File: config.mk
export PLATFORM = sky130hd
export DESIGN_NAME = base64_stream_encoder
export DESIGN_NICKNAME = d
export VERILOG_FILES = /design/src/design/b64e_pkg.sv /design/src/design/b64e_front.sv /design/src/design/b64e_queue.sv /design/src/design/b64e_back.sv /design/src/design/base64_stream_encoder.sv
export SDC_FILE = /design/constraint.sdc
export NUM_CORES = 1
export LEC_CHECK = 0
export ABC_AREA = 1
export BUFFER_PORTS_ARGS = -buffer_cell sky130_fd_sc_hd__buf_2
export CAP_MARGIN = 10
export CORE_MARGIN = 4
export CORE_UTILIZATION = 61
export DETAILED_ROUTE_END_ITERATION = 10
export PLACE_DENSITY_LB_ADDON = 0.08
export SLEW_MARGIN = 25
export SYNTH_ARGS = -nofsm -noshare
export SYNTH_HDL_FRONTEND = slang
export SYNTH_SLANG_ARGS = --single-unit
File: constraint.sdc
create_clock -name clk -period 3.3 [get_ports clk]
set_input_delay 0.165 -clock clk [delete_from_list [all_inputs] [get_ports clk]]
set_output_delay 0.165 -clock clk [all_outputs]
set_load 0.1 [all_outputs]
File: src/design/b64e_pkg.sv
// shared types, constants and alphabet lookup for the base64 stream encoder
package b64e_pkg;

    // default depth of the job queue between front and back
    localparam int QUEUE_DEPTH = 2;

    // ascii code of the pad character
    localparam logic [7:0] PAD_CHAR = 8'h3D;

    // position of the next byte within its 3-byte group
    typedef enum logic [1:0] {
        POS_FIRST  = 2'd0,
        POS_SECOND = 2'd1,
        POS_THIRD  = 2'd2
    } group_pos_t;

    // input transfer payload
    typedef struct packed {
        logic [7:0] data_byte;
        logic       last_byte;
    } in_item_t;

    // output transfer payload
    typedef struct packed {
        logic [7:0] symbol_char;
        logic       end_of_message;
    } out_item_t;

    // one classified byte: its symbols, pad count and end flag
    typedef struct packed {
        logic [5:0] sextet0;
        logic [5:0] sextet1;
        logic [1:0] n_sym;    // 1 or 2 alphabet symbols
        logic [1:0] n_pad;    // 0 to 2 pad characters after them
        logic       eom;      // final result of this job ends the message
    } job_t;

    // standard alphabet: A-Z, a-z, 0-9, '+', '/'
    function automatic logic [7:0] b64_char(input logic [5:0] v);
        logic [7:0] c;
        begin
            c = 8'h2F;
            if (v < 6'd26)
            begin
                c = 8'h41 + {2'b00, v};
            end
            else if (v < 6'd52)
            begin
                c = 8'h61 + {2'b00, v} - 8'd26;
            end
            else if (v < 6'd62)
            begin
                c = 8'h30 + {2'b00, v} - 8'd52;
            end
            else if (v == 6'd62)
            begin
                c = 8'h2B;
            end
            return c;
        end
    endfunction

endpackage

File: src/design/b64e_front.sv
// front part: group position tracking and byte classification into jobs
module b64e_front (
    input  logic              clk,
    input  logic              rst_n,
    input  logic              accept,
    input  b64e_pkg::in_item_t item,
    output b64e_pkg::job_t    job
);
    import b64e_pkg::*;

    group_pos_t group_pos_reg;
    group_pos_t group_pos_next;
    logic [3:0] leftover_reg;
    logic [3:0] leftover_next;

    // next group position and leftover bits
    always_comb
    begin
        group_pos_next = POS_FIRST;
        leftover_next  = 4'd0;
        case (group_pos_reg)
            POS_SECOND:
            begin
                if (!item.last_byte)
                begin
                    leftover_next  = item.data_byte[3:0];
                    group_pos_next = POS_THIRD;
                end
            end
            POS_THIRD:
            begin
                // group closes
                group_pos_next = POS_FIRST;
            end
            default:
            begin
                // first byte of a group, also the unused position code
                if (!item.last_byte)
                begin
                    leftover_next  = {2'b00, item.data_byte[1:0]};
                    group_pos_next = POS_SECOND;
                end
            end
        endcase
    end

    // classify the byte against the current group position
    always_comb
    begin
        job = '0;
        case (group_pos_reg)
            POS_SECOND:
            begin
                job.sextet0 = {leftover_reg[1:0], item.data_byte[7:4]};
                job.sextet1 = {item.data_byte[3:0], 2'b00};
                if (item.last_byte)
                begin
                    job.n_sym = 2'd2;
                    job.n_pad = 2'd1;
                    job.eom   = 1'b1;
                end
                else
                begin
                    job.n_sym = 2'd1;
                end
            end
            POS_THIRD:
            begin
                job.sextet0 = {leftover_reg, item.data_byte[7:6]};
                job.sextet1 = item.data_byte[5:0];
                job.n_sym   = 2'd2;
                job.eom     = item.last_byte;
            end
            default:
            begin
                job.sextet0 = item.data_byte[7:2];
                job.sextet1 = {item.data_byte[1:0], 4'b0000};
                if (item.last_byte)
                begin
                    job.n_sym = 2'd2;
                    job.n_pad = 2'd2;
                    job.eom   = 1'b1;
                end
                else
                begin
                    job.n_sym = 2'd1;
                end
            end
        endcase
    end

    // group state advances on each accepted transfer
    always_ff @(posedge clk or negedge rst_n)
    begin
        if (!rst_n)
        begin
            group_pos_reg <= POS_FIRST;
            leftover_reg  <= 4'd0;
        end
        else if (accept)
        begin
            group_pos_reg <= group_pos_next;
            leftover_reg  <= leftover_next;
        end
    end

endmodule

File: src/design/b64e_queue.sv
// short job queue between the front and back parts
module b64e_queue #(
    parameter int Depth = b64e_pkg::QUEUE_DEPTH
) (
    input  logic            clk,
    input  logic            rst_n,
    input  logic            push,
    input  b64e_pkg::job_t  push_job,
    input  logic            pop,
    output logic            full,
    output logic            head_valid,
    output b64e_pkg::job_t  head_job
);
    import b64e_pkg::*;

    localparam int AW = (Depth > 1) ? $clog2(Depth) : 1;
    localparam int CW = $clog2(Depth + 1);
    localparam logic [AW-1:0] LAST_SLOT = AW'(Depth - 1);

    job_t          slots_reg [Depth];
    logic [AW-1:0] wr_ptr_reg;
    logic [AW-1:0] wr_ptr_next;
    logic [AW-1:0] rd_ptr_reg;
    logic [AW-1:0] rd_ptr_next;
    logic [CW-1:0] count_reg;
    logic [CW-1:0] count_next;

    assign full       = (count_reg == CW'(Depth));
    assign head_valid = (count_reg != '0);
    assign head_job   = slots_reg[rd_ptr_reg];

    // pointer and fill count update
    always_comb
    begin
        wr_ptr_next = wr_ptr_reg;
        rd_ptr_next = rd_ptr_reg;
        count_next  = count_reg;
        if (push)
        begin
            wr_ptr_next = (wr_ptr_reg == LAST_SLOT) ? '0 : wr_ptr_reg + 1'b1;
        end
        if (pop)
        begin
            rd_ptr_next = (rd_ptr_reg == LAST_SLOT) ? '0 : rd_ptr_reg + 1'b1;
        end
        if (push && !pop)
        begin
            count_next = count_reg + 1'b1;
        end
        else if (pop && !push)
        begin
            count_next = count_reg - 1'b1;
        end
    end

    always_ff @(posedge clk or negedge rst_n)
    begin
        if (!rst_n)
        begin
            wr_ptr_reg <= '0;
            rd_ptr_reg <= '0;
            count_reg  <= '0;
        end
        else
        begin
            wr_ptr_reg <= wr_ptr_next;
            rd_ptr_reg <= rd_ptr_next;
            count_reg  <= count_next;
        end
    end

    // job storage
    always_ff @(posedge clk)
    begin
        if (push)
        begin
            slots_reg[wr_ptr_reg] <= push_job;
        end
    end

    // fill count stays in range
    assert property (@(posedge clk) disable iff (!rst_n) count_reg <= CW'(Depth))
        else $error("queue count above depth");
    // never written while full unless a slot frees in the same cycle
    assert property (@(posedge clk) disable iff (!rst_n) (push && full) |-> pop)
        else $error("push into full queue");
    // never read while empty
    assert property (@(posedge clk) disable iff (!rst_n) pop |-> head_valid)
        else $error("pop from empty queue");

endmodule

File: src/design/b64e_back.sv
// back part: walks each job one symbol per free cycle into the output register
module b64e_back (
    input  logic                clk,
    input  logic                rst_n,
    input  logic                head_valid,
    input  b64e_pkg::job_t      head_job,
    output logic                pop,
    output logic                sym_valid,
    input  logic                sym_stall,
    output b64e_pkg::out_item_t sym_item
);
    import b64e_pkg::*;

    logic [1:0] idx_reg;
    logic [1:0] idx_next;
    logic       out_valid_reg;
    logic       out_valid_next;
    out_item_t  out_reg;
    out_item_t  out_next;
    logic       out_free;
    logic       load;
    logic [2:0] total;
    logic       is_final;

    assign out_free = !out_valid_reg || !sym_stall;
    assign load     = out_free && head_valid;
    assign total    = {1'b0, head_job.n_sym} + {1'b0, head_job.n_pad};
    assign is_final = ({1'b0, idx_reg} == (total - 3'd1));
    assign pop      = load && is_final;

    // pick the symbol at the current index of the head job
    always_comb
    begin
        idx_next       = idx_reg;
        out_valid_next = out_valid_reg;
        out_next       = out_reg;
        if (out_free)
        begin
            out_valid_next = head_valid;
        end
        if (load)
        begin
            if (idx_reg == 2'd0)
            begin
                out_next.symbol_char = b64_char(head_job.sextet0);
            end
            else if (idx_reg == 2'd1 && head_job.n_sym == 2'd2)
            begin
                out_next.symbol_char = b64_char(head_job.sextet1);
            end
            else
            begin
                out_next.symbol_char = PAD_CHAR;
            end
            out_next.end_of_message = head_job.eom && is_final;
            idx_next = is_final ? 2'd0 : idx_reg + 2'd1;
        end
    end

    always_ff @(posedge clk or negedge rst_n)
    begin
        if (!rst_n)
        begin
            idx_reg       <= 2'd0;
            out_valid_reg <= 1'b0;
        end
        else
        begin
            idx_reg       <= idx_next;
            out_valid_reg <= out_valid_next;
        end
    end

    // output payload
    always_ff @(posedge clk)
    begin
        out_reg <= out_next;
    end

    assign sym_valid = out_valid_reg;
    assign sym_item  = out_reg;

    // a job partly sent stays at the head of the queue
    assert property (@(posedge clk) disable iff (!rst_n) (idx_reg != 2'd0) |-> head_valid)
        else $error("job left the queue before its last symbol");
    // every job carries one or two symbols
    assert property (@(posedge clk) disable iff (!rst_n)
        head_valid |-> (head_job.n_sym == 2'd1 || head_job.n_sym == 2'd2))
        else $error("bad symbol count in job");
    // padding only appears on the job that ends a message
    assert property (@(posedge clk) disable iff (!rst_n)
        (head_valid && head_job.n_pad != 2'd0) |-> head_job.eom)
        else $error("padding without end of message");
    // the index wraps to zero after the final symbol of a job
    assert property (@(posedge clk) disable iff (!rst_n) pop |=> (idx_reg == 2'd0))
        else $error("index not cleared after job");

endmodule

File: src/design/base64_stream_encoder.sv
// top level of the streaming base64 encoder
//
// Input channel (byte_valid / byte_stall / byte_item) takes one message byte per
// transfer with last_byte set on the final byte of a message. Output channel
// (sym_valid / sym_stall / sym_item) delivers one ASCII symbol per transfer;
// end_of_message is set on the last symbol, after any '=' padding.
// A byte yields one symbol, two at the third byte of a group, and three or four
// when it is the last byte of a partial group (flushed bits plus padding).
// The front classifies each byte into a job in the cycle it is accepted; jobs
// wait in a small queue (QueueDepth entries) and the back part emits one symbol
// per cycle from the head job into a registered output while sym_stall is low.
// Each symbol passes through a queue slot and then the output register.
// The output gives one symbol per cycle while not stalled, four symbols per
// three bytes in a steady stream; byte_stall rises only when the queue is full.
// Reset clears the group position, the queue and the output valid flag.
// While sym_stall is high the output symbol holds and the queue fills, after
// which byte_stall holds off further input.
module base64_stream_encoder #(
    parameter int QueueDepth = b64e_pkg::QUEUE_DEPTH
) (
    input  logic                clk,
    input  logic                rst_n,
    input  logic                byte_valid,
    output logic                byte_stall,
    input  b64e_pkg::in_item_t  byte_item,
    output logic                sym_valid,
    input  logic                sym_stall,
    output b64e_pkg::out_item_t sym_item
);
    import b64e_pkg::*;

    logic  accept;
    logic  full;
    logic  pop;
    logic  head_valid;
    job_t  new_job;
    job_t  head_job;

    assign byte_stall = full;
    assign accept     = byte_valid && !full;

    // byte classification
    b64e_front u_front (
        .clk    (clk),
        .rst_n  (rst_n),
        .accept (accept),
        .item   (byte_item),
        .job    (new_job)
    );

    // job queue
    b64e_queue #(
        .Depth (QueueDepth)
    ) u_queue (
        .clk        (clk),
        .rst_n      (rst_n),
        .push       (accept),
        .push_job   (new_job),
        .pop        (pop),
        .full       (full),
        .head_valid (head_valid),
        .head_job   (head_job)
    );

    // symbol emission
    b64e_back u_back (
        .clk        (clk),
        .rst_n      (rst_n),
        .head_valid (head_valid),
        .head_job   (head_job),
        .pop        (pop),
        .sym_valid  (sym_valid),
        .sym_stall  (sym_stall),
        .sym_item   (sym_item)
    );

endmodule

# Word level (Yosys, flattened, before mapping)
# Memories as Yosys holds them, arrays and structs flattened.
# Cells that the tools add are included.
dict set report totals {
  input_bits 13
  mem_count 1
  register_bits 22
  mem_bits_rw 34
  elab_cells 86
  output_inout_bits 11
}
# name depth word_bits rd rd_clocked_by_memory_dff write_ports line
set mem_list {}
lappend mem_list {u_queue.slots_reg 2 17 1 0 1 b64e_queue.sv:20} ;# job_t slots_reg [Depth];
dict set report classes {
  eq_ne 8
  magnitude_cmp 6
  n_reduce_logical 16
  mux 29
  addsub 17
}
# cell n
set op_table {}
lappend op_table {{8-bit 2-to-1 mux} 8}
lappend op_table {{7-bit by 6-bit adder with 8-bit output, first input constant} 4}
lappend op_table {{14-bit one-hot mux with 2 select lines} 1}
lappend op_table {{6-bit < comparator, second input constant} 4}
lappend op_table {{8-bit by 5-bit subtractor with 8-bit output, second input constant} 2}
lappend op_table {{8-bit by 6-bit subtractor with 8-bit output, second input constant} 2}
lappend op_table {{6-bit by 6-bit adder with 7-bit output, first input constant} 2}
lappend op_table {{2-bit 2-to-1 mux} 7}
lappend op_table {{6-bit == test, second input constant} 2}
lappend op_table {{6-bit by 5-bit < comparator with 1-bit output, second input constant} 2}
lappend op_table {{3-bit 2-to-1 mux} 3}
lappend op_table {{2-bit one-hot mux with 2 select lines} 2}
lappend op_table {{4-bit one-hot mux with 2 select lines} 1}
lappend op_table {{1-bit logical AND} 7}
lappend op_table {{2-bit == test, second input constant} 3}
lappend op_table {{1-bit zero test} 5}
lappend op_table {{1-bit 2-to-1 mux} 5}
lappend op_table {{2-bit by 1-bit adder with 2-bit output, second input constant} 2}
lappend op_table {{2-bit by 1-bit == test with 1-bit output, second input constant} 2}
lappend op_table {{4-bit 2-to-1 mux} 1}
lappend op_table {{2-bit nonzero test} 2}
lappend op_table {{2-bit by 2-bit adder with 3-bit output} 1}
lappend op_table {{2-bit by 3-bit == test with 1-bit output} 1}
lappend op_table {{3-bit by 1-bit subtractor with 3-bit output, second input constant} 1}
lappend op_table {{other kinds (5)} 6}

# Longest topological paths before layout
# An unclocked memory read counts as a cell.
dict set report logic_depth {
  word_depth 8
  mapped_depth 16
}

# Modules after synthesis
# A second synthesis with hierarchy kept.
dict set report hier_totals {
  hier_cells 395
  area_unflattened_um2 3448.3
}
# mod n_inst cells_each seq_area_each_um2 area_each_um2
set modules_own_cells {}
lappend modules_own_cells {b64e_queue 1 78 1121.1 1483.9}
lappend modules_own_cells {b64e_back 1 230 345.3 1433.9}
lappend modules_own_cells {b64e_front 1 85 150.1 520.5}
lappend modules_own_cells {base64_stream_encoder 1 2 0.0 10.0}

# Worst setup path before layout
# OpenSTA, ideal clock, no wires.
dict set report synth_timing {
  path_type {register to register}
  from {reg u_queue.rd_ptr_reg}
  to {reg u_queue.count_reg[1]}
  path_stages_with_launch 13
  required_time_ns 3.169
  path_slack_ns 0.768
  path_buffers 1
  setup_ns 0.131
  arrival_ns 2.401
  period_less_slack_ns 2.532
  path_cell_list {dfrtp_1 buf_6 o21ai_0 ha_1 inv_1 ha_1 xor2_1 a21oi_1 nand3_1 ha_1 a21oi_1 o21ai_0 xor2_1}
}
dict set report synth_via {
  elab_chain_cells 8
  elab_cells_between_ends 10
  cone_classes {add/sub: 2; eq/ne: 1; mux: 1; reduce/logical: 5; memory: 1}
}
# element line
set synth_rtl {}
lappend synth_rtl {{start: declaration} b64e_queue.sv:23} ;# logic [AW-1:0] rd_ptr_reg;
lappend synth_rtl {{start signal: assignment} b64e_queue.sv:67} ;# rd_ptr_reg <= rd_ptr_next;
lappend synth_rtl {{memory read 2 x 17 bit (*)} --}
lappend synth_rtl {{2-bit by 2-bit adder with 3-bit output (*)} b64e_back.sv:27} ;# assign total = {1'b0, head_job.n_sym} + {1'b0, head_job.n_pad};
lappend synth_rtl {{3-bit by 1-bit subtractor with 3-bit output (*)} b64e_back.sv:28} ;# assign is_final = ({1'b0, idx_reg} == (total - 3'd1));
lappend synth_rtl {{2-bit by 3-bit == test with 1-bit output (*)} b64e_back.sv:28}
lappend synth_rtl {{1-bit logical AND (*)} b64e_back.sv:29} ;# assign pop = load && is_final;
lappend synth_rtl {{1-bit zero test} b64e_queue.sv:46} ;# if (push && !pop)
lappend synth_rtl {{1-bit logical AND} b64e_queue.sv:46}
lappend synth_rtl {{2-bit 2-to-1 mux / 2-bit nonzero test (equally long branches)} --}
lappend synth_rtl {{end signal: assignment} b64e_queue.sv:68} ;# count_reg <= count_next;
lappend synth_rtl {{end: declaration} b64e_queue.sv:25} ;# logic [CW-1:0] count_reg;
# Every way passes the cells marked *; elsewhere a longest branch is shown, timed or not.
# A chain may end at the register's enable or synchronous reset.

# Worst setup path after layout
# Same ends and word-level chain as after synthesis.

==> results by stage <==
STA:
- The period utilization is 0.856.
- For the pin with the worst max-slew slack, the measured transition is 0.596 ns.
- The hold violation count in the final report is 0.
- On the final layout, the worst hold slack is 0.0721 ns.
- Setup repair after global routing left no endpoint under its margin.
- Setup violations remaining at the end of the flow were counted as 0.
- The clock skew after layout is 0.00818 ns.
- The worst path in the final design needs a cycle of 2.82 ns, including I/O delays and setup.
- The final-report max-slew violation count was 0.
- The worst pin sits at a relative slew slack of 0.601.
- The setup total negative slack is 0 ns.
- Based on the critical path, the design can be clocked at up to 0.354 GHz.

Hold path:
- For hold timing, the worst endpoint is u_back.sym_valid.
- The worst min-delay path category is primary input to flop.
- The number of cells on the worst hold path is 3.
- The worst hold path startpoint is sym_stall.

Yosys:
- The synthesized net count is 463.
- The cell type with the highest aggregate area in the netlist is sky130_fd_sc_hd__edfxtp_1.
- The cell area that synthesis handed to floorplanning was 0.00378 sq mm.
- The compound-cell area share of the yosys netlist is 0.0923.
- The share of synthesized area in the top cell type comes to 0.341.
- After synthesis, the largest family of logic cells by area is simple AND/OR/NAND/NOR gates.
- After synthesis the netlist holds a flip-flop and latch count of 56.
- Synthesis produced a netlist whose cell count is 424.
- During synthesis, Yosys emitted a total of 0 warnings.
- The register area share after synthesis is 0.427.
- By area the synthesized netlist is led by sky130_fd_sc_hd__edfxtp_1 34%, sky130_fd_sc_hd__nand2_1 9.4%, sky130_fd_sc_hd__dfrtp_1 8.6%, sky130_fd_sc_hd__ha_1 8.6%, sky130_fd_sc_hd__inv_1 6.3%.
- Counting flops with a built-in enable in the synthesized netlist gives 43.
- Dividing the synthesized area by the synthesized cell count gives 8.92 sq um.
- The simple-gate portion of the synthesized area is 0.275.
- Counting flops with an async set or reset pin after synthesis yields a share of 0.232.
- The adder and majority cell fraction of the synthesized area is 0.0860.
- For this run, the leading register cell type out of synthesis is sky130_fd_sc_hd__edfxtp_1.
- The proportion of synthesized area in mux cells is 0.00529.
- sky130_fd_sc_hd__nand2_1 is the most common cell in the netlist.
- The commonest cells after synthesis are 95 x sky130_fd_sc_hd__nand2_1, 64 x sky130_fd_sc_hd__inv_1, 43 x sky130_fd_sc_hd__edfxtp_1.
- The unique cell type count in the Yosys netlist is 41.
- Of the total synthesized cell area, the portion taken by XOR and XNOR cells is 0.0208.

GRT:
- The overall fraction of global-route tracks in use is 0.199.
- Entering global routing, the biggest net connects 19 pins.
- The number of global-route vias before repair is 2692.
- The first global-routing pass estimated 12.0 mm of wire.
- The initial antenna violation count is 0.
- The total overflow reported by the global router is 0.

Worst setup path:
- The count of cells along the worst register-to-register path is 14.
- The worst register-to-register path begins at u_queue.rd_ptr_reg.
- At the worst endpoint, the required time is 3.49 ns.
- The category of the worst setup path launch point is a flop.
- Along the worst path, the maximum fanout reaches 13.
- The endpoint kind of the worst setup timing path is a flop.
- The reg-to-reg endpoint is u_queue.count_reg[1].
- The start-to-end type of the worst setup path is flop to flop.
- The setup slack on the worst flop-to-flop path is 0.48 ns.
- The endpoint arrival time on the critical path is 3.01 ns.

Clock tree:
- Clock-pin slew was measured on the worst setup and hold paths at 0.10 ns.
- The root buffer cell is sky130_fd_sc_hd__clkbuf_8.
- Once the clock tree was built, the resizer swapped 0 gates to a different size.
- TritonCTS built the clock tree.
- The CTS H-tree depth is 2.
- The number of buffers between clock root and the deepest sink is 2.
- Buffers inserted during clock tree synthesis total 5.
- The clock insertion delay at the later pin of the skew report is 0.30 ns.
- The post-CTS setup buffer count is 0.
- The total number of clock tree sinks is 56.

Die:
- In this run the horizontal extent of the chip is 86.8 um.
- The area of the core region is 0.00596 sq mm.
- The number of rows in the core area is 28.
- The boundary pin count is 24.
- The height of the die is 86.8 um.
- The area of the die is 0.00753 sq mm.
- For this configuration, the core starts out at a cell density of 0.635.

Cells and area:
- The repair_antennas step left the layout with diodes totalling 0.
- The register with the most flip-flops in the layout has 34 of them.
- The net count of the finished layout is 493.
- The share of layout cells above drive strength 1 is 0.202.
- The area growth from synthesis to layout is 8.50%.

Detailed routing:
- After detailed routing, the number of vias per cell comes to 5.45.
- The starting DRC count in detailed routing is 108.
- The overall via count from detail_route is 2887.
- The number of routed nets with antenna violations is 0.
- For this run, design rule violations remaining after detail routing come to 0.
- The first TritonRoute pass finished after 4 iterations.
- The post-detailed-route wirelength per cell is 13.5 um.
- For this block, the routed nets add up to 7.13 mm of wire.

Placed design:
- Buffers placed on the I/O ports in this run total 23.
- After legalization and detailed placement, the total HPWL measured 5.52 mm.
- At the end of routability-driven placement, the weighted congestion stood at 0.937.

Run status:
- The run finished with clean final reports.

Run:
- The max-cap violation count is 0.
==> final cells by class <==
class | instances | area, sq um
Sequential cell | 56 | 1620
Timing Repair Buffer | 28 | 155
Fill cell | 477 | 1850
Tap cell | 75 | 93.8
Inverter | 78 | 302
Clock buffer | 8 | 123
Multi-Input combinational cell | 285 | 1820
==> cell usage in the layout (no fill, tap or decap), types with 3 or more instances in the layout <==
cell type,count
sky130_fd_sc_hd__clkbuf_8,5
sky130_fd_sc_hd__o221ai_1,8
sky130_fd_sc_hd__xor2_1,6
sky130_fd_sc_hd__inv_4,3
sky130_fd_sc_hd__xnor2_1,3
sky130_fd_sc_hd__o21ai_0,15
sky130_fd_sc_hd__clkinv_1,3
sky130_fd_sc_hd__buf_2,23
sky130_fd_sc_hd__inv_2,7
sky130_fd_sc_hd__nand3_2,3
sky130_fd_sc_hd__nand2_2,13
sky130_fd_sc_hd__inv_1,64
sky130_fd_sc_hd__o21ai_1,5
sky130_fd_sc_hd__buf_4,4
sky130_fd_sc_hd__edfxtp_1,43
sky130_fd_sc_hd__nand3_1,33
sky130_fd_sc_hd__nor2_1,18
sky130_fd_sc_hd__ha_1,26
sky130_fd_sc_hd__o22ai_1,4
sky130_fd_sc_hd__dfrtp_1,13
sky130_fd_sc_hd__nand4_1,4
sky130_fd_sc_hd__o211ai_1,5
sky130_fd_sc_hd__nand2_4,15
sky130_fd_sc_hd__nand2_1,95
sky130_fd_sc_hd__a21oi_1,9
==> worst max path at each step <==
stage | end | start | slack, ns
5_1_grt | u_queue.count_reg[1] | u_queue.rd_ptr_reg | 0.26
2_1_floorplan | u_queue.count_reg[1] | u_queue.rd_ptr_reg | 0.77
3_5_place_dp | u_queue.count_reg[1] | u_queue.rd_ptr_reg | 0.47
4_1_cts | u_queue.count_reg[1] | u_queue.rd_ptr_reg | 0.46
6_report | u_queue.count_reg[1] | u_queue.rd_ptr_reg | 0.48
3_3_place_gp | u_queue.count_reg[1] | u_queue.rd_ptr_reg | 0.60
==> critical path, cell delays in order, from the launching register on <==
cell and delay (ns):
sky130_fd_sc_hd__dfrtp_1 0.49, sky130_fd_sc_hd__inv_2 0.40, sky130_fd_sc_hd__nand2_4 0.07, sky130_fd_sc_hd__nand2_2 0.09, sky130_fd_sc_hd__inv_1 0.05, sky130_fd_sc_hd__ha_1 0.17
sky130_fd_sc_hd__inv_1 0.05, sky130_fd_sc_hd__ha_1 0.22, sky130_fd_sc_hd__xor2_1 0.14, sky130_fd_sc_hd__a21oi_1 0.17, sky130_fd_sc_hd__nand3_1 0.14, sky130_fd_sc_hd__ha_1 0.34
sky130_fd_sc_hd__a21oi_1 0.11, sky130_fd_sc_hd__o21ai_0 0.11, sky130_fd_sc_hd__xor2_1 0.16
==> through the flow <==
| step | std cells | utilization | area [sq um] | worst slack (ns) |
|---|---|---|---|---|
| finish | 530 | 0.689 | 4110 | 0.475 |
| detailed placement | 521 | 0.667 | 3970 | 0.475 |
| floorplan | 424 | - | 3780 | 0.768 |
| CTS | 530 | 0.689 | 4110 | 0.465 |
| global placement | 521 | 0.667 | 3970 | 0.604 |
| global route | 530 | 0.689 | 4110 | 0.260 |
==> metal layers <==
metal / GRT usage / vias to the layer above / wire length [um]
met5: 0 / - / 0
met3: 0.0333 / 15 / 324
met1: 0.256 / 1331 / 3150
met2: 0.344 / 91 / 3520
met4: 0.0623 / 0 / 133
li1: - / 1450 / -
==> cell families after synthesis <==
group,after synthesis
and+or+nand+nor,194
buffers and inverters,83
muxes,2
xor gates and xnor gates,9
AOI/OAI and AO/OA,54
DFF,56
adders and majority gates,26
==> repair_timing <==
action,CTS,global route
hold endpoints to repair,13,0
endpoints found under the setup margin,0,0
hold buffers,1,0
Power is not shown: default switching activity piles up to over one toggle a cycle in this logic, so the estimate is an artifact.
